`src/rtl/skt_pkg.sv`:
```
// Shared types and constants of the sorted key table.
`timescale 1ns / 1ps

package skt_pkg;

  localparam int unsigned CAPACITY_DEF = 32;
  localparam int unsigned KEY_W        = 32;
  localparam int unsigned POS_W        = 6;

  typedef enum logic [1:0] {
    REQ_INSERT = 2'd0,
    REQ_REMOVE = 2'd1,
    REQ_VIEW   = 2'd2,
    REQ_DUMP   = 2'd3
  } req_e;

  typedef enum logic [1:0] {
    ST_OK        = 2'd0,
    ST_NOT_FOUND = 2'd1,
    ST_EMPTY     = 2'd2,
    ST_FULL      = 2'd3
  } status_e;

  // One stored record; the key sits in the lowest bits.
  typedef struct packed {
    logic [31:0]             name_hi;
    logic [63:0]             name_mid;
    logic [63:0]             name_lo;
    logic [31:0]             price;
    logic signed [KEY_W-1:0] key;
  } rec_t;

  localparam int unsigned REC_W     = $bits(rec_t);
  localparam int unsigned OUT_DATA_W = ((POS_W + REC_W + 7) / 8) * 8;

  // Outcome of the shared key comparator.
  typedef struct packed {
    logic lt;
    logic eq;
  } cmp_t;

  // One result as handed from the sequencer to the output register.
  typedef struct packed {
    logic             last;
    status_e          status;
    logic [POS_W-1:0] position;
    rec_t             rec;
  } res_t;

endpackage

```
`src/rtl/skt_cmp.sv`:
```
// Shared signed key comparator used on every scanned entry.
`timescale 1ns / 1ps

module skt_cmp (
  input  logic signed [skt_pkg::KEY_W-1:0] a_i,
  input  logic signed [skt_pkg::KEY_W-1:0] b_i,
  output skt_pkg::cmp_t                    cmp_o
);

  assign cmp_o.lt = (a_i < b_i);
  assign cmp_o.eq = (a_i == b_i);

endmodule

```
`src/rtl/skt_seq.sv`:
```
// Sequencer: walks the store one entry a cycle per request; a dump can stall.
`timescale 1ns / 1ps

module skt_seq #(
  parameter int unsigned CAPACITY = skt_pkg::CAPACITY_DEF
) (
  input  logic                        clk_i,
  input  logic                        rst_ni,
  input  logic                        in_valid_i,
  output logic                        in_ready_o,
  input  skt_pkg::req_e               in_req_i,
  input  skt_pkg::rec_t               in_rec_i,
  output logic                        re_o,
  output logic [$clog2(CAPACITY)-1:0] raddr_o,
  output logic                        we_o,
  output logic [$clog2(CAPACITY)-1:0] waddr_o,
  output skt_pkg::rec_t               wdata_o,
  input  skt_pkg::rec_t               rdata_i,
  input  logic                        out_free_i,
  output logic                        out_load_o,
  output skt_pkg::res_t               out_o
);

  localparam int unsigned IDX_W = $clog2(CAPACITY);
  localparam int unsigned CNT_W = $clog2(CAPACITY + 1);
  localparam int unsigned POS_W = skt_pkg::POS_W;

  localparam logic [2:0] S_IDLE = 3'd0;
  localparam logic [2:0] S_FWD  = 3'd1;
  localparam logic [2:0] S_BWD  = 3'd2;
  localparam logic [2:0] S_PUT  = 3'd3;
  localparam logic [2:0] S_RES  = 3'd4;
  localparam logic [2:0] S_DOUT = 3'd5;

  logic [2:0]                       state_q, state_d;
  logic [CNT_W-1:0]                 cnt_q, cnt_d;
  logic [IDX_W-1:0]                 idx_q, idx_d;
  logic [IDX_W-1:0]                 ridx_q, ridx_d;
  logic [IDX_W-1:0]                 pos_q, pos_d;
  logic                             iss_q, iss_d;
  logic                             rvld_q, rvld_d;
  logic                             found_q, found_d;
  skt_pkg::req_e                    req_q;
  logic signed [skt_pkg::KEY_W-1:0] key_q;
  skt_pkg::rec_t                    hit_q, hit_d;
  skt_pkg::status_e                 status_q, status_d;
  skt_pkg::cmp_t                    cmp;
  logic                             last_rd;
  logic [CNT_W-1:0]                 pos_p1;
  logic [CNT_W-1:0]                 idx_p1;

  skt_cmp u_cmp (
    .a_i   (rdata_i.key),
    .b_i   (key_q),
    .cmp_o (cmp)
  );

  assign in_ready_o = (state_q == S_IDLE);
  assign last_rd    = ((CNT_W'(ridx_q) + CNT_W'(1)) == cnt_q);
  assign pos_p1     = CNT_W'(pos_q) + CNT_W'(1);
  assign idx_p1     = CNT_W'(idx_q) + CNT_W'(1);

  always_comb begin
    state_d    = state_q;
    cnt_d      = cnt_q;
    idx_d      = idx_q;
    ridx_d     = ridx_q;
    pos_d      = pos_q;
    iss_d      = iss_q;
    rvld_d     = rvld_q;
    found_d    = found_q;
    hit_d      = hit_q;
    status_d   = status_q;
    re_o       = 1'b0;
    raddr_o    = idx_q;
    we_o       = 1'b0;
    waddr_o    = ridx_q;
    wdata_o    = rdata_i;
    out_load_o = 1'b0;
    out_o      = '0;

    case (state_q)
      S_IDLE: begin
        if (in_valid_i) begin
          hit_d   = in_rec_i;
          found_d = 1'b0;
          rvld_d  = 1'b0;
          iss_d   = 1'b0;
          if (in_req_i == skt_pkg::REQ_INSERT) begin
            if (cnt_q == CNT_W'(CAPACITY)) begin
              status_d = skt_pkg::ST_FULL;
              state_d  = S_RES;
            end else if (cnt_q == '0) begin
              pos_d   = '0;
              state_d = S_PUT;
            end else begin
              idx_d   = IDX_W'(cnt_q - CNT_W'(1));
              iss_d   = 1'b1;
              state_d = S_BWD;
            end
          end else if (cnt_q == '0) begin
            status_d = skt_pkg::ST_EMPTY;
            state_d  = S_RES;
          end else if (in_req_i == skt_pkg::REQ_DUMP) begin
            re_o    = 1'b1;
            raddr_o = '0;
            idx_d   = '0;
            state_d = S_DOUT;
          end else begin
            idx_d   = '0;
            iss_d   = 1'b1;
            state_d = S_FWD;
          end
        end
      end

      // Forward scan for remove and view. Once the match is seen on a remove,
      // every later entry is written back one place lower; a view stops at the match.
      S_FWD: begin
        if (iss_q) begin
          re_o  = 1'b1;
          idx_d = idx_q + IDX_W'(1);
          iss_d = (idx_p1 != cnt_q);
        end
        rvld_d = iss_q;
        ridx_d = idx_q;
        if (rvld_q) begin
          if (found_q) begin
            we_o    = (req_q == skt_pkg::REQ_REMOVE);
            waddr_o = ridx_q - IDX_W'(1);
          end else if (cmp.eq) begin
            found_d = 1'b1;
            pos_d   = ridx_q;
            hit_d   = rdata_i;
          end
          if (last_rd || (found_d && req_q == skt_pkg::REQ_VIEW)) begin
            iss_d    = 1'b0;
            rvld_d   = 1'b0;
            status_d = found_d ? skt_pkg::ST_OK : skt_pkg::ST_NOT_FOUND;
            if (found_d && req_q == skt_pkg::REQ_REMOVE) begin
              cnt_d = cnt_q - CNT_W'(1);
            end
            state_d = S_RES;
          end
        end
      end

      // Backward scan for insert: entries not below the new key move up
      // by one until a smaller key or the head of the table is reached.
      S_BWD: begin
        if (iss_q) begin
          re_o  = 1'b1;
          idx_d = idx_q - IDX_W'(1);
          iss_d = (idx_q != '0);
        end
        rvld_d = iss_q;
        ridx_d = idx_q;
        if (rvld_q) begin
          if (!cmp.lt) begin
            we_o    = 1'b1;
            waddr_o = ridx_q + IDX_W'(1);
            if (ridx_q == '0) begin
              pos_d   = '0;
              iss_d   = 1'b0;
              rvld_d  = 1'b0;
              state_d = S_PUT;
            end
          end else begin
            pos_d   = ridx_q + IDX_W'(1);
            iss_d   = 1'b0;
            rvld_d  = 1'b0;
            state_d = S_PUT;
          end
        end
      end

      S_PUT: begin
        we_o     = 1'b1;
        waddr_o  = pos_q;
        wdata_o  = hit_q;
        cnt_d    = cnt_q + CNT_W'(1);
        status_d = skt_pkg::ST_OK;
        state_d  = S_RES;
      end

      S_RES: begin
        if (out_free_i) begin
          out_load_o    = 1'b1;
          out_o.last    = 1'b1;
          out_o.status  = status_q;
          if (status_q == skt_pkg::ST_OK) begin
            out_o.position = POS_W'(pos_p1);
            out_o.rec      = hit_q;
          end
          state_d = S_IDLE;
        end
      end

      // Dump: the read data for idx_q is waiting; the next read goes out
      // in the same cycle as the beat is loaded.
      S_DOUT: begin
        if (out_free_i) begin
          out_load_o     = 1'b1;
          out_o.last     = (idx_p1 == cnt_q);
          out_o.status   = skt_pkg::ST_OK;
          out_o.position = POS_W'(idx_p1);
          out_o.rec      = rdata_i;
          if (idx_p1 == cnt_q) begin
            state_d = S_IDLE;
          end else begin
            re_o    = 1'b1;
            raddr_o = idx_q + IDX_W'(1);
            idx_d   = idx_q + IDX_W'(1);
          end
        end
      end

      default: begin
        state_d = S_IDLE;
      end
    endcase
  end

  always_ff @(posedge clk_i or negedge rst_ni) begin
    if (!rst_ni) begin
      state_q <= S_IDLE;
      cnt_q   <= '0;
      iss_q   <= 1'b0;
      rvld_q  <= 1'b0;
      found_q <= 1'b0;
    end else begin
      state_q <= state_d;
      cnt_q   <= cnt_d;
      iss_q   <= iss_d;
      rvld_q  <= rvld_d;
      found_q <= found_d;
    end
  end

  always_ff @(posedge clk_i) begin
    idx_q    <= idx_d;
    ridx_q   <= ridx_d;
    pos_q    <= pos_d;
    hit_q    <= hit_d;
    status_q <= status_d;
    if (in_valid_i && in_ready_o) begin
      req_q <= in_req_i;
      key_q <= in_rec_i.key;
    end
  end

endmodule

```
`config.mk`:
```
export PLATFORM = sky130hd
export DESIGN_NAME = skt_seq
export DESIGN_NICKNAME = d
export VERILOG_FILES = /design/src/rtl/skt_pkg.sv /design/src/rtl/skt_cmp.sv /design/src/rtl/skt_seq.sv
export SDC_FILE = /design/constraint.sdc
export NUM_CORES = 1
export LEC_CHECK = 0
export BUFFER_PORTS_ARGS = -buffer_cell sky130_fd_sc_hd__buf_2
export CELL_PAD_IN_SITES_DETAIL_PLACEMENT = 0
export CELL_PAD_IN_SITES_GLOBAL_PLACEMENT = 2
export CORE_AREA = 2 2 364 366
export DETAILED_ROUTE_END_ITERATION = 8
export DIE_AREA = 0 0 366 368
export GPL_ROUTABILITY_DRIVEN = 0
export PLACE_DENSITY = 0.49
export SETUP_SLACK_MARGIN = 0.4
export SLEW_MARGIN = 20
export SYNTH_ARGS = -nofsm -noshare
export SYNTH_HDL_FRONTEND = slang
export SYNTH_SLANG_ARGS = --single-unit
```
`constraint.sdc`:
```
create_clock -name clk_i -period 22.4 [get_ports clk_i]
set_input_delay 2.24 -clock clk_i [delete_from_list [all_inputs] [get_ports clk_i]]
set_output_delay 2.24 -clock clk_i [all_outputs]
set_load 0.05 [all_outputs]
```
==> results by group, run 1 <==
Run status
  • Status: complete, no violations

Clock network
  • TritonCTS clock tree: done
  • CTS Buffer Depth: 3
  • Worst-skew pair later-pin latency: 0.63 ns
  • CTS root buffer: clkbuf_16
  • Number of setup buffers added after CTS: 0
  • TritonCTS Buffers: 46
  • Hold-fix buffers at CTS: 0
  • Post-cts sizing count: 0
  • Post-CTS clock slew at the launch and capture registers of the worst setup and hold paths: 0.06 ns
  • H-tree depth reported by CTS: 2
  • Number of sinks driven by the clock tree: 287

STA
  • Achievable frequency: 128.3 MHz
  • Slew Limit Headroom: 25.75%
  • Final Max Tran Viols: 0
  • Slack of the critical path: 14.61 ns
  • Hold violation count in the final report: 0
  • Setup repair after global routing missed its margin: false
  • Post-Route Skew: 0.02232 ns
  • Sum Neg Setup Slack: 0 ns
  • Min Clock Period, post-route: 7.792 ns
  • Slew of the pin with the lowest slew margin: 1.114 ns
  • Final-report setup violation count: 0
  • Period utilisation layout: 34.78%

Min path
  • Hold Crit Start: iss_q
  • Cell depth of the worst min-delay path: 1
  • Hold Path Class: register to register
  • Endpoint, Worst Hold: rvld_q

Cells and area
  • Number of fill cells in the layout: 15060
  • Most common library cell in the layout ignoring fill and taps: nand2_1
  • Top library cells by usage in the layout, fill and taps aside: nand2_1 (1386), buf_2 (924), edfxtp_1 (275), a22o_1 (229), inv_1 (51)
  • Final design instance area without fill: 27040 um^2
  • Proportion of layout cells with a drive suffix above 1: 31.32%
  • Final net count: 3778
  • Relative area change from synthesis to final layout: 41.57%

Route
  • Post-detailed-route count of antenna-violating nets: 0
  • Routed length on met3: 8290 um
  • Total DRC errors in the routed layout: 0
  • Violation count after the first detailed-routing iteration: 1580
  • Met2 WL post-DR: 60940 um
  • Max layer used: met5
  • Via count: 21253
  • Post-route met1 wirelength: 54510 um
  • Total detailed-routing wirelength: 128800 um
  • DR vias/cell: 4.180
  • Number of iterations in the first detailed-routing pass: 7
  • Avg WL per Cell: 25.32 um

Power and ir drop
  • Cell leakage power: 13.40 nW
  • VDD IR-drop max: 0.07367 mV
  • Power per cell area: 120.0 nW/um^2

Placed design
  • Dpl cell area: 25540 um^2
  • Total of buffers placed on input and output ports: 924
  • Pre-CTS worst setup slack: 14.63 ns
  • Detailed-placement wirelength estimate: 97290 um

Die
  • Core Region: 130800 um^2
  • Boundary Pins: 925
  • Initial core utilization: 14.60%
  • Chip Width: 366 um
  • Height of the die: 368 um
  • Core Rows: 133
  • DIE AREA: 134700 um^2

Job
  • Max capacitance violation total: 0

Synthesis
  • Post-synthesis async set-or-reset flop share: 4.181%
  • Most frequently used flop master after synthesis: edfxtp_1
  • Synthesized Nets: 2951
  • Number of standard cells after synthesis: 2455
  • Number of enable flip-flop cells after synthesis: 275
  • Synthesized area per cell: 7.781 um^2
  • Netlist area before placement: 19100 um^2
  • Number of flip-flops and latches in the synthesized netlist: 287
  • Proportion of synthesized chip area in sequential cells: 44.80%
  • Count of unique library cells instantiated by Yosys: 75
  • Ys Warns: 0

GRT
  • Antenna violations before repair: 60
  • Global Route Usage Sum: 18.27%
  • Largest net degree at the start of global routing: 137
  • Number of global-route vias before repair: 21098
  • First-pass GRT wire length: 175600 um
  • Total overflow reported by the global router: 0

Worst setup path
  • Setup slack of the worst register-to-register path: 17.62 ns
  • Data arrival at the endpoint of the critical path: 5.55 ns
  • Capturing point of the worst reg2reg path: hit_q[143]
  • Worst Reg-to-Reg Cells: 9
  • Worst endpoint required time: 20.16 ns
  • Critical path fanouts, max: 14
  • R2r startpoint: key_q[24]
  • Nature of the critical path startpoint: input pin
  • Sort of element at the end of the critical path: primary output
  • Type of the worst setup path: input pin to primary output
[worst max-delay path, stage by stage]
cell and delay, ns:
buf_2 0.12, ha_1 0.42, nand4_2 0.19, nor4_2 0.55, o21bai_1 0.22, a22o_1 0.56
inv_1 0.24, ha_1 0.34, nand3_1 0.07, nor2_1 0.11, a21oi_1 0.05, o21ai_0 0.14
buf_2 0.29
[sequential cells by signal (all words and copies together), names as in the netlist]
register / flops
hit_q: 224
key_q: 32
cnt_q: 6
idx_q: 5
pos_q: 5
ridx_q: 5
state_q: 3
req_q: 2
status_q: 2
found_q: 1
iss_q: 1
rvld_q: 1
[synthesized netlist by cell type, drive strengths merged (5+ instances only)]
library cell	count	area [um^2]
nand2	1386	5202
a21o	6	45.04
buf	39	182.7
a31oi	6	37.54
nor2	27	108.9
nand3	21	105.1
o21ai	25	125.1
o21a	5	37.54
a22oi	6	50.05
xor2	7	61.31
a41o	5	50.05
o22ai	7	43.79
a211oi	5	37.54
xnor2	23	201.4
clkbuf	138	518.0
nor3	14	80.08
dfrtp	12	300.3
inv	52	195.2
ha	42	525.5
a21oi	31	166.4
edfxtp	275	8258
and3	8	50.05
nor4	6	50.04
a22o	229	2006
nand4	12	81.33
o211ai	6	45.04
[through the flow]
stage | power [mW] | utilization (%) | std cells | hold WS (ns)
floorplan | 2.021 | - | 2455 | 0.4359
global placement | 2.545 | 19.53 | 4989 | 0.6129
detailed placement | 2.535 | 19.53 | 4989 | 0.6186
CTS | 3.303 | 20.65 | 5072 | 0.6356
global route | 3.431 | 20.66 | 5079 | 0.6408
finish | 3.244 | 20.68 | 5085 | 0.6373
[logic make-up after synthesis]
| kind of cell | after synthesis | synth area share [%] |
|---|---|---|
| compound gates | 367 | 15.49 |
| xor+xnor | 32 | 1.611 |
| fa+ha+maj | 42 | 2.751 |
| buf+inv | 230 | 4.709 |
| flops | 287 | 44.80 |
| mux | 3 | 0.1638 |
| simple gates | 1494 | 30.47 |
[metal layers]
metal	vias up	global-route usage [%]
met5	-	0
met4	50	6.608
met3	209	4.728
met2	756	30.21
met1	10256	22.84
li1	9982	-
[area by class of cell]
cell class	count	area (um^2)	area share, %
Clock inverter	23	224.0	0.8282
Tap cell	1755	2196	8.120
Sequential cell	287	8558	31.65
Antenna cell	13	32.53	0.1203
Multi-Input combinational cell	1938	9699	35.87
Clock buffer	60	1245	4.603
Timing Repair Buffer	956	4890	18.08
Inverter	53	198.9	0.7356
[worst max-delay path by stage]
stage,startpoint,to,slack [ns]
6_report,rdata_i[31],waddr_o[0],14.61
5_1_grt,rdata_i[15],waddr_o[0],14.29
4_1_cts,rdata_i[31],waddr_o[0],14.63
3_5_place_dp,rdata_i[31],waddr_o[0],14.63
3_3_place_gp,rdata_i[31],waddr_o[0],14.68
2_1_floorplan,rdata_i[31],hit_q[0],1.52
[power breakdown]
group          switching (mW)  internal, mW  leakage [nW]
combinational            1.17         0.380          9.96
clock                   0.307         0.436         0.717
sequential              0.130         0.816          2.71
(Power assumes the default switching activity.)
==> run 2, diff against run 1 <==
--- a/config.mk
+++ b/config.mk
@@ -8,11 +8,11 @@
 export BUFFER_PORTS_ARGS = -buffer_cell sky130_fd_sc_hd__buf_2
 export CELL_PAD_IN_SITES_DETAIL_PLACEMENT = 0
 export CELL_PAD_IN_SITES_GLOBAL_PLACEMENT = 2
-export CORE_AREA = 2 2 364 366
+export CORE_AREA = 2 2 358 360
 export DETAILED_ROUTE_END_ITERATION = 8
-export DIE_AREA = 0 0 366 368
+export DIE_AREA = 0 0 360 362
 export GPL_ROUTABILITY_DRIVEN = 0
-export PLACE_DENSITY = 0.49
+export PLACE_DENSITY = 0.53
 export SETUP_SLACK_MARGIN = 0.4
 export SLEW_MARGIN = 20
 export SYNTH_ARGS = -nofsm -noshare
==> constraint.sdc (replaced) <==
create_clock -name clk_i -period 7.1 [get_ports clk_i]
set_input_delay 0.71 -clock clk_i [delete_from_list [all_inputs] [get_ports clk_i]]
set_output_delay 0.71 -clock clk_i [all_outputs]
set_load 0.05 [all_outputs]
==> results by group, run 2 (synthesis results as in run 1) <==
STA
  • Hold violation count in the final report: 0 (unchanged)
  • Slack of the critical path: 2.472 ns (-12.14 ns)
  • Achievable frequency: 216.1 MHz
  • Period utilisation layout: 65.19%
  • Final-report setup violation count: 0 (unchanged)
  • Slew Limit Headroom: 13.26% (-12 points)
  • Setup repair after global routing missed its margin: false
  • Min Clock Period, post-route: 4.628 ns
  • Post-Route Skew: 0.01985 ns (-0.002473 ns)
  • Final hold slack: 0.2963 ns (-0.3410 ns)
  • Slew of the pin with the lowest slew margin: 1.301 ns (+0.1873 ns)
  • Final Max Tran Viols: 0 (unchanged)

GRT
  • Antenna violations before repair: 57 (-5.0%)
  • First-pass GRT wire length: 166500 um (-5.2%)
  • Total overflow reported by the global router: 0 (unchanged)
  • Number of global-route vias before repair: 20615 (-2.3%)
  • Global Route Usage Sum: 17.74% (-0.54 points)
  • Largest net degree at the start of global routing: 135 (-1.5%)

Power and ir drop
  • VDD IR-drop max: 0.2402 mV (+230%)
  • Overall Power: 9.883 mW (+200%)
  • Cell leakage power: 13.32 nW (-0.58%)
  • Power per cell area: 367.4 nW/um^2 (+210%)

Clock network
  • CTS Buffer Depth: 3 (unchanged)
  • TritonCTS Buffers: 44 (-4.3%)
  • CTS root buffer: clkbuf_16
  • Worst-skew pair later-pin latency: 0.61 ns (-0.02 ns)
  • Post-CTS clock slew at the launch and capture registers of the worst setup and hold paths: 0.06 ns (about the same)
  • Number of sinks driven by the clock tree: 287 (unchanged)
  • H-tree depth reported by CTS: 2 (unchanged)
  • TritonCTS clock tree: done
  • Post-cts sizing count: 0 (unchanged)

Placed design
  • Dpl cells: 4897 (-1.8%)
  • Dpl cell area: 25620 um^2 (+0.30%)
  • Pre-CTS worst setup slack: 2.528 ns (-12.10 ns)
  • Detailed-placement wirelength estimate: 91100 um (-6.4%)
  • Total of buffers placed on input and output ports: 924 (unchanged)

Route
  • Total detailed-routing wirelength: 121900 um (-5.3%)
  • Via count: 21180 (-0.34%)
  • Number of iterations in the first detailed-routing pass: 5 (-2)
  • Total DRC errors in the routed layout: 0 (unchanged)
  • Avg WL per Cell: 24.45 um (-3.5%)
  • DR vias/cell: 4.248 (+1.6%)
  • Violation count after the first detailed-routing iteration: 1496 (-5.3%)
  • Post-detailed-route count of antenna-violating nets: 0 (unchanged)

Cells and area
  • Largest regs: hit_q: 224 flops, key_q: 32 flops, cnt_q: 6 flops
  • Top register by number of flip-flops: hit_q
  • Final net count: 3778 (unchanged)
  • Max FFs per register: 224 (unchanged)
  • Top library cells by usage in the layout, fill and taps aside: nand2_1 (1386), buf_2 (924), edfxtp_1 (275), a22o_1 (229), inv_1 (51)
  • Final design instance area without fill: 26900 um^2 (-0.53%)
  • Proportion of layout cells with a drive suffix above 1: 31.28% (-0.047 points)
  • Relative area change from synthesis to final layout: 40.82%
  • Final Non-Filler Cells: 4986 (-1.9%)
  • Most common library cell in the layout ignoring fill and taps: nand2_1

Die
  • Core Rows: 131 (-1.5%)
  • Initial core utilization: 15.08% (+0.47 points)
  • Core Region: 126700 um^2 (-3.1%)
  • DIE AREA: 130300 um^2 (-3.2%)
  • Chip Width: 360 um (-1.6%)
  • Boundary Pins: 925 (unchanged)
  • Height of the die: 362 um (-1.6%)

Worst setup path
  • Worst endpoint required time: 6.39 ns (-13.77 ns)
  • Critical path fanouts, max: 14 (unchanged)
  • Data arrival at the endpoint of the critical path: 3.92 ns (-1.63 ns)
  • Slowest Stage Delay on Critical Path: 0.57 ns (about the same)
  • Cell with the largest stage delay on the worst path: or4_1
  • Type of the worst setup path: register to primary output
  • Sort of element at the end of the critical path: primary output
  • Setup slack of the worst register-to-register path: 3.62 ns (-14.00 ns)
  • Nature of the critical path startpoint: register
  • R2r startpoint: key_q[27]
  • Critical-path cell list: inv_1 -> ha_1 -> nor2b_1 -> o211ai_1 -> a21boi_0 -> or4_1 -> a22o_1 -> inv_1 -> ha_1 -> nand3_1 -> nor2_1 -> a21oi_1 -> o21ai_0 -> buf_2
  • Critical path origin: key_q[1]

Min path
  • Hold Crit Start: in_rec_i[10]
  • Hold Path Class: input pin to register

Run status
  • Status: complete, no violations

Job
  • Max capacitance violation total: 0 (unchanged)
[run 2: area by class of cell]
type / instances / area (um^2)
Timing Repair Buffer: 958 / 5007
Antenna cell: 18 / 45.04
Multi-Input combinational cell: 1938 / 9786
Inverter: 53 / 198.9
Fill cell: 14492 / 99800
Clock inverter: 16 / 86.33
Sequential cell: 287 / 8558
Clock buffer: 54 / 1139
Tap cell: 1662 / 2079
[run 2: routing by layer]
metal  vias up  track usage (%)  part of all wire, %
met4        48            4.811                  2.4
li1       9983                -                    -
met2       715            30.54                   49
met3       169            4.740                  6.8
met1     10265            21.69                   41
met5         -                0                 0.26
[run 2: path summary, 6_finish.rpt]
kind,endpoint,depth (start not counted)
setup reg to reg,hit_q[99],8
hold reg to reg,ridx_q[4],0
setup / recovery,waddr_o[0],14
max in group asynchronous,cnt_q[3],2
min in group asynchronous,rvld_q,2
hold / removal,key_q[10],1
[run 2: power breakdown]
part	leakage, nW	internal (mW)	switching [mW]
registers	2.71	2.57	0.378
clock network	0.595	1.12	0.911
logic	10.0	1.23	3.67
[run 2: stage by stage]
stage / setup TNS [ns] / utilization (%)
finish: 0 / 21.23
global route: 0 / 21.22
CTS: 0 / 21.20
detailed placement: 0 / 20.22
global placement: 0 / 20.22
floorplan: -197.52 / -
[run 2: repair_timing]
action / 4_1_cts / 5_1_grt
hold buffers: 1 / 0
endpoints found under the hold margin: 12 / 0
buffers inserted: 0 / 0
[run 2: critical path: cells and delay by family, from the launching register on]
kind                       cells  cell delay (ns)
AOI/OAI and AO/OA              5             1.09
adders and majority gates      2             0.37
buffers and inverters          3             0.59
DFF                            1             0.37
and+or+nand+nor                4             0.89
==> run 3, diff against run 2 <==
--- a/config.mk
+++ b/config.mk
@@ -8,11 +8,11 @@
 export BUFFER_PORTS_ARGS = -buffer_cell sky130_fd_sc_hd__buf_2
 export CELL_PAD_IN_SITES_DETAIL_PLACEMENT = 0
 export CELL_PAD_IN_SITES_GLOBAL_PLACEMENT = 2
-export CORE_AREA = 2 2 358 360
+export CORE_AREA = 2 2 364 366
 export DETAILED_ROUTE_END_ITERATION = 8
-export DIE_AREA = 0 0 360 362
+export DIE_AREA = 0 0 366 368
 export GPL_ROUTABILITY_DRIVEN = 0
-export PLACE_DENSITY = 0.53
+export PLACE_DENSITY = 0.49
 export SETUP_SLACK_MARGIN = 0.4
 export SLEW_MARGIN = 20
 export SYNTH_ARGS = -nofsm -noshare
==> constraint.sdc (replaced) <==
create_clock -name clk_i -period 4.6 [get_ports clk_i]
set_input_delay 0.46 -clock clk_i [delete_from_list [all_inputs] [get_ports clk_i]]
set_output_delay 0.46 -clock clk_i [all_outputs]
set_load 0.05 [all_outputs]
==> results by group, run 3 (synthesis results as in run 1) <==
Power and ir drop
  • VDD IR-drop max: 0.2648 mV (+10%)
  • Sw Ratio: 49.11% (-1.0 points)
  • Power per cell area: 569.1 nW/um^2 (+55%)
  • Power share of the sequential group: 28.7% (-1.1 points)
  • Net switching power: 7.784 mW (+57%)
  • Part of the total power dissipated in combinational logic: 49.2% (-0.4 points)
  • Cell leakage power: 13.73 nW (+3.1%)
  • Share of total power in the clock network: 22.1% (+1.5 points)
  • Design internal power: 8.065 mW (+64%)

GRT
  • Gr busiest metal: met2
  • Antenna violations before repair: 63 (+11%)
  • GR met3 Demand/Resource: 4.633% (-0.11 points)
  • Number of global-route vias before repair: 21363 (+3.6%)
  • Global Route Usage Sum: 17.81% (+0.076 points)
  • Total overflow reported by the global router: 0 (unchanged)
  • Met2 layer usage reported by global route: 31.36% (+0.82 points)
  • First-pass GRT wire length: 172800 um (+3.8%)
  • Largest net degree at the start of global routing: 107 (-21%)
  • GR met1 Demand/Resource: 21.64% (-0.056 points)

Cells and area
  • Number of fill cells in the layout: 15085 (+4.1%)
  • Max FFs per register: 224 (unchanged)
  • Final design instance area without fill: 27850 um^2 (+3.5%)
  • Final net count: 3834 (+1.5%)
  • Largest regs: hit_q: 224 flops, key_q: 32 flops, cnt_q: 6 flops
  • Top library cells by usage in the layout, fill and taps aside: nand2_1 (1386), buf_2 (920), edfxtp_1 (275), a22o_1 (229), inv_1 (50)
  • Top register by number of flip-flops: hit_q
  • Proportion of layout cells with a drive suffix above 1: 31.97% (+0.69 points)
  • Relative area change from synthesis to final layout: 45.79%
  • Most common library cell in the layout ignoring fill and taps: nand2_1
  • Final Non-Filler Cells: 5135 (+3.0%)

Worst setup path
  • Data arrival at the endpoint of the critical path: 3.64 ns (-0.28 ns)
  • Critical path fanouts, max: 13 (-1)
  • Worst endpoint required time: 4.14 ns (-2.25 ns)
  • Worst setup path end: waddr_o[4]
  • R2r startpoint: key_q[27]
  • Sort of element at the end of the critical path: primary output
  • Capturing point of the worst reg2reg path: hit_q[118]
  • Setup slack of the worst register-to-register path: 1.40 ns (-2.22 ns)
  • Critical path origin: key_q[1]
  • Worst Reg-to-Reg Cells: 9 (+1)
  • Type of the worst setup path: register to primary output
  • Nature of the critical path startpoint: register

Route
  • Via count: 21177 (-0.014%)
  • Total detailed-routing wirelength: 125600 um (+3.1%)
  • Avg WL per Cell: 24.47 um (about the same)
  • Total DRC errors in the routed layout: 0 (unchanged)
  • Post-detailed-route count of antenna-violating nets: 0 (unchanged)
  • Violation count after the first detailed-routing iteration: 1343 (-10%)
  • DR vias/cell: 4.124 (-2.9%)
  • Number of iterations in the first detailed-routing pass: 5 (unchanged)

Placed design
  • Dpl cells: 5015 (+2.4%)
  • Detailed-placement wirelength estimate: 96180 um (+5.6%)
  • Total of buffers placed on input and output ports: 924 (unchanged)
  • Dpl cell area: 26090 um^2 (+1.8%)

Clock network
  • CTS Buffer Depth: 3 (unchanged)
  • Number of sinks driven by the clock tree: 287 (unchanged)
  • Post-CTS clock slew at the launch and capture registers of the worst setup and hold paths: 0.06 ns (about the same)
  • TritonCTS clock tree: done
  • CTS root buffer: clkbuf_16
  • TritonCTS Buffers: 45 (+2.3%)
  • H-tree depth reported by CTS: 2 (unchanged)
  • Worst-skew pair later-pin latency: 0.62 ns (about the same)

STA
  • Post-Route Skew: 0.03281 ns (+0.01296 ns)
  • Achievable frequency: 244.1 MHz
  • Hold violation count in the final report: 0 (unchanged)
  • Period utilisation layout: 89.04%
  • Setup repair after global routing missed its margin: true
  • Final-report setup violation count: 0 (unchanged)
  • Final Max Tran Viols: 0 (unchanged)
  • Min Clock Period, post-route: 4.096 ns
  • Slew Limit Headroom: 42.93% (+30 points)
  • Final hold slack: 0.06477 ns (-0.2315 ns)
  • Slew of the pin with the lowest slew margin: 0.8561 ns (-0.4450 ns)

Job
  • Max capacitance violation total: 0 (unchanged)

Min path
  • Hold Path Class: input pin to register

Die
  • Height of the die: 368 um (+1.7%)
  • Chip Width: 366 um (+1.7%)
  • Core Region: 130800 um^2 (+3.2%)
  • DIE AREA: 134700 um^2 (+3.4%)
  • Initial core utilization: 14.60% (-0.47 points)
  • Core Rows: 133 (+1.5%)
  • Boundary Pins: 925 (unchanged)

Run status
  • Status: complete, no violations
run 3: changes by cell type in the layout (fill, tap and decap cells not counted), sizes merged:
cell and delta:
bufinv +4, inv -1, clkinvlp -1, dlygate4sd3 +26, clkinv +9, buf +29, diode -10
run 3: critical path, cell delays in order (launching register included):
cell,delay (ns)
edfxtp_1,0.36
inv_1,0.06
ha_1,0.22
nor2b_1,0.13
o211ai_1,0.40
a21boi_1,0.13
or4_1,0.57
a22o_1,0.24
buf_4,0.21
a41o_1,0.25
a22oi_2,0.21
buf_4,0.24
run 3: area by class of cell:
cell class                 instances  area, um^2  area share [%]
inverter                          53       198.9          0.7144
antenna                            8       20.02         0.07188
tap                             1755        2196           7.885
timing repair buffer            1013        5662           20.33
sequential                       287        8558           30.73
multi-input combinational       1938        9796           35.17
clock buffer                      54        1181           4.241
clock inverter                    27       237.7          0.8536
run 3: power groups by stage:
stage | Clock (mW) | Combinational [mW] | Sequential [mW]
3_5_place_dp | 0 | 7.86 | 4.61
3_3_place_gp | 0 | 7.89 | 4.61
2_1_floorplan | 0 | 5.27 | 4.36
4_1_cts | 3.65 | 7.91 | 4.56
6_report | 3.50 | 7.80 | 4.55
5_1_grt | 3.73 | 8.40 | 4.64
run 3: repair_timing:
item                       4_1_cts  5_1_grt
pin swaps                        0        1
gates resized for setup          3        9
setup buffers                    0        4
hold endpoints to repair        38        0
setup endpoints to repair        2        8
hold buffers                    27        0
run 3: per-stage QoR:
stage          utilization [%]  setup TNS [ns]  worst slack (ns)  power, mW
5_1_grt                  21.28               0            0.3710      16.77
3_3_place_gp             19.94               0            0.6325      12.51
3_5_place_dp             19.94               0            0.6818      12.47
6_report                 21.29               0            0.5039      15.85
4_1_cts                  21.24               0            0.3956      16.12
2_1_floorplan                -         -701.52            -3.132      9.635
run 3: how the worst min path moves through the flow:
stage | start | endpoint | slack (ns) | cells past startpoint
floorplan | rst_ni | cnt_q[0] | 0.16 | 0
global placement | rst_ni | iss_q | 0.38 | 1
detailed placement | rst_ni | rvld_q | 0.38 | 1
CTS | in_rec_i[16] | key_q[16] | 0.0008 | 1
global route | in_rec_i[16] | key_q[16] | 0.02 | 1
finish | in_rec_i[16] | key_q[16] | 0.06 | 1
run 3: per-layer routing:
metal / up-vias / part of all wire [%]
met2: 689 / 50
met3: 184 / 6.4
li1: 10077 / -
met5: - / 0.25
met4: 52 / 2.1
met1: 10175 / 41
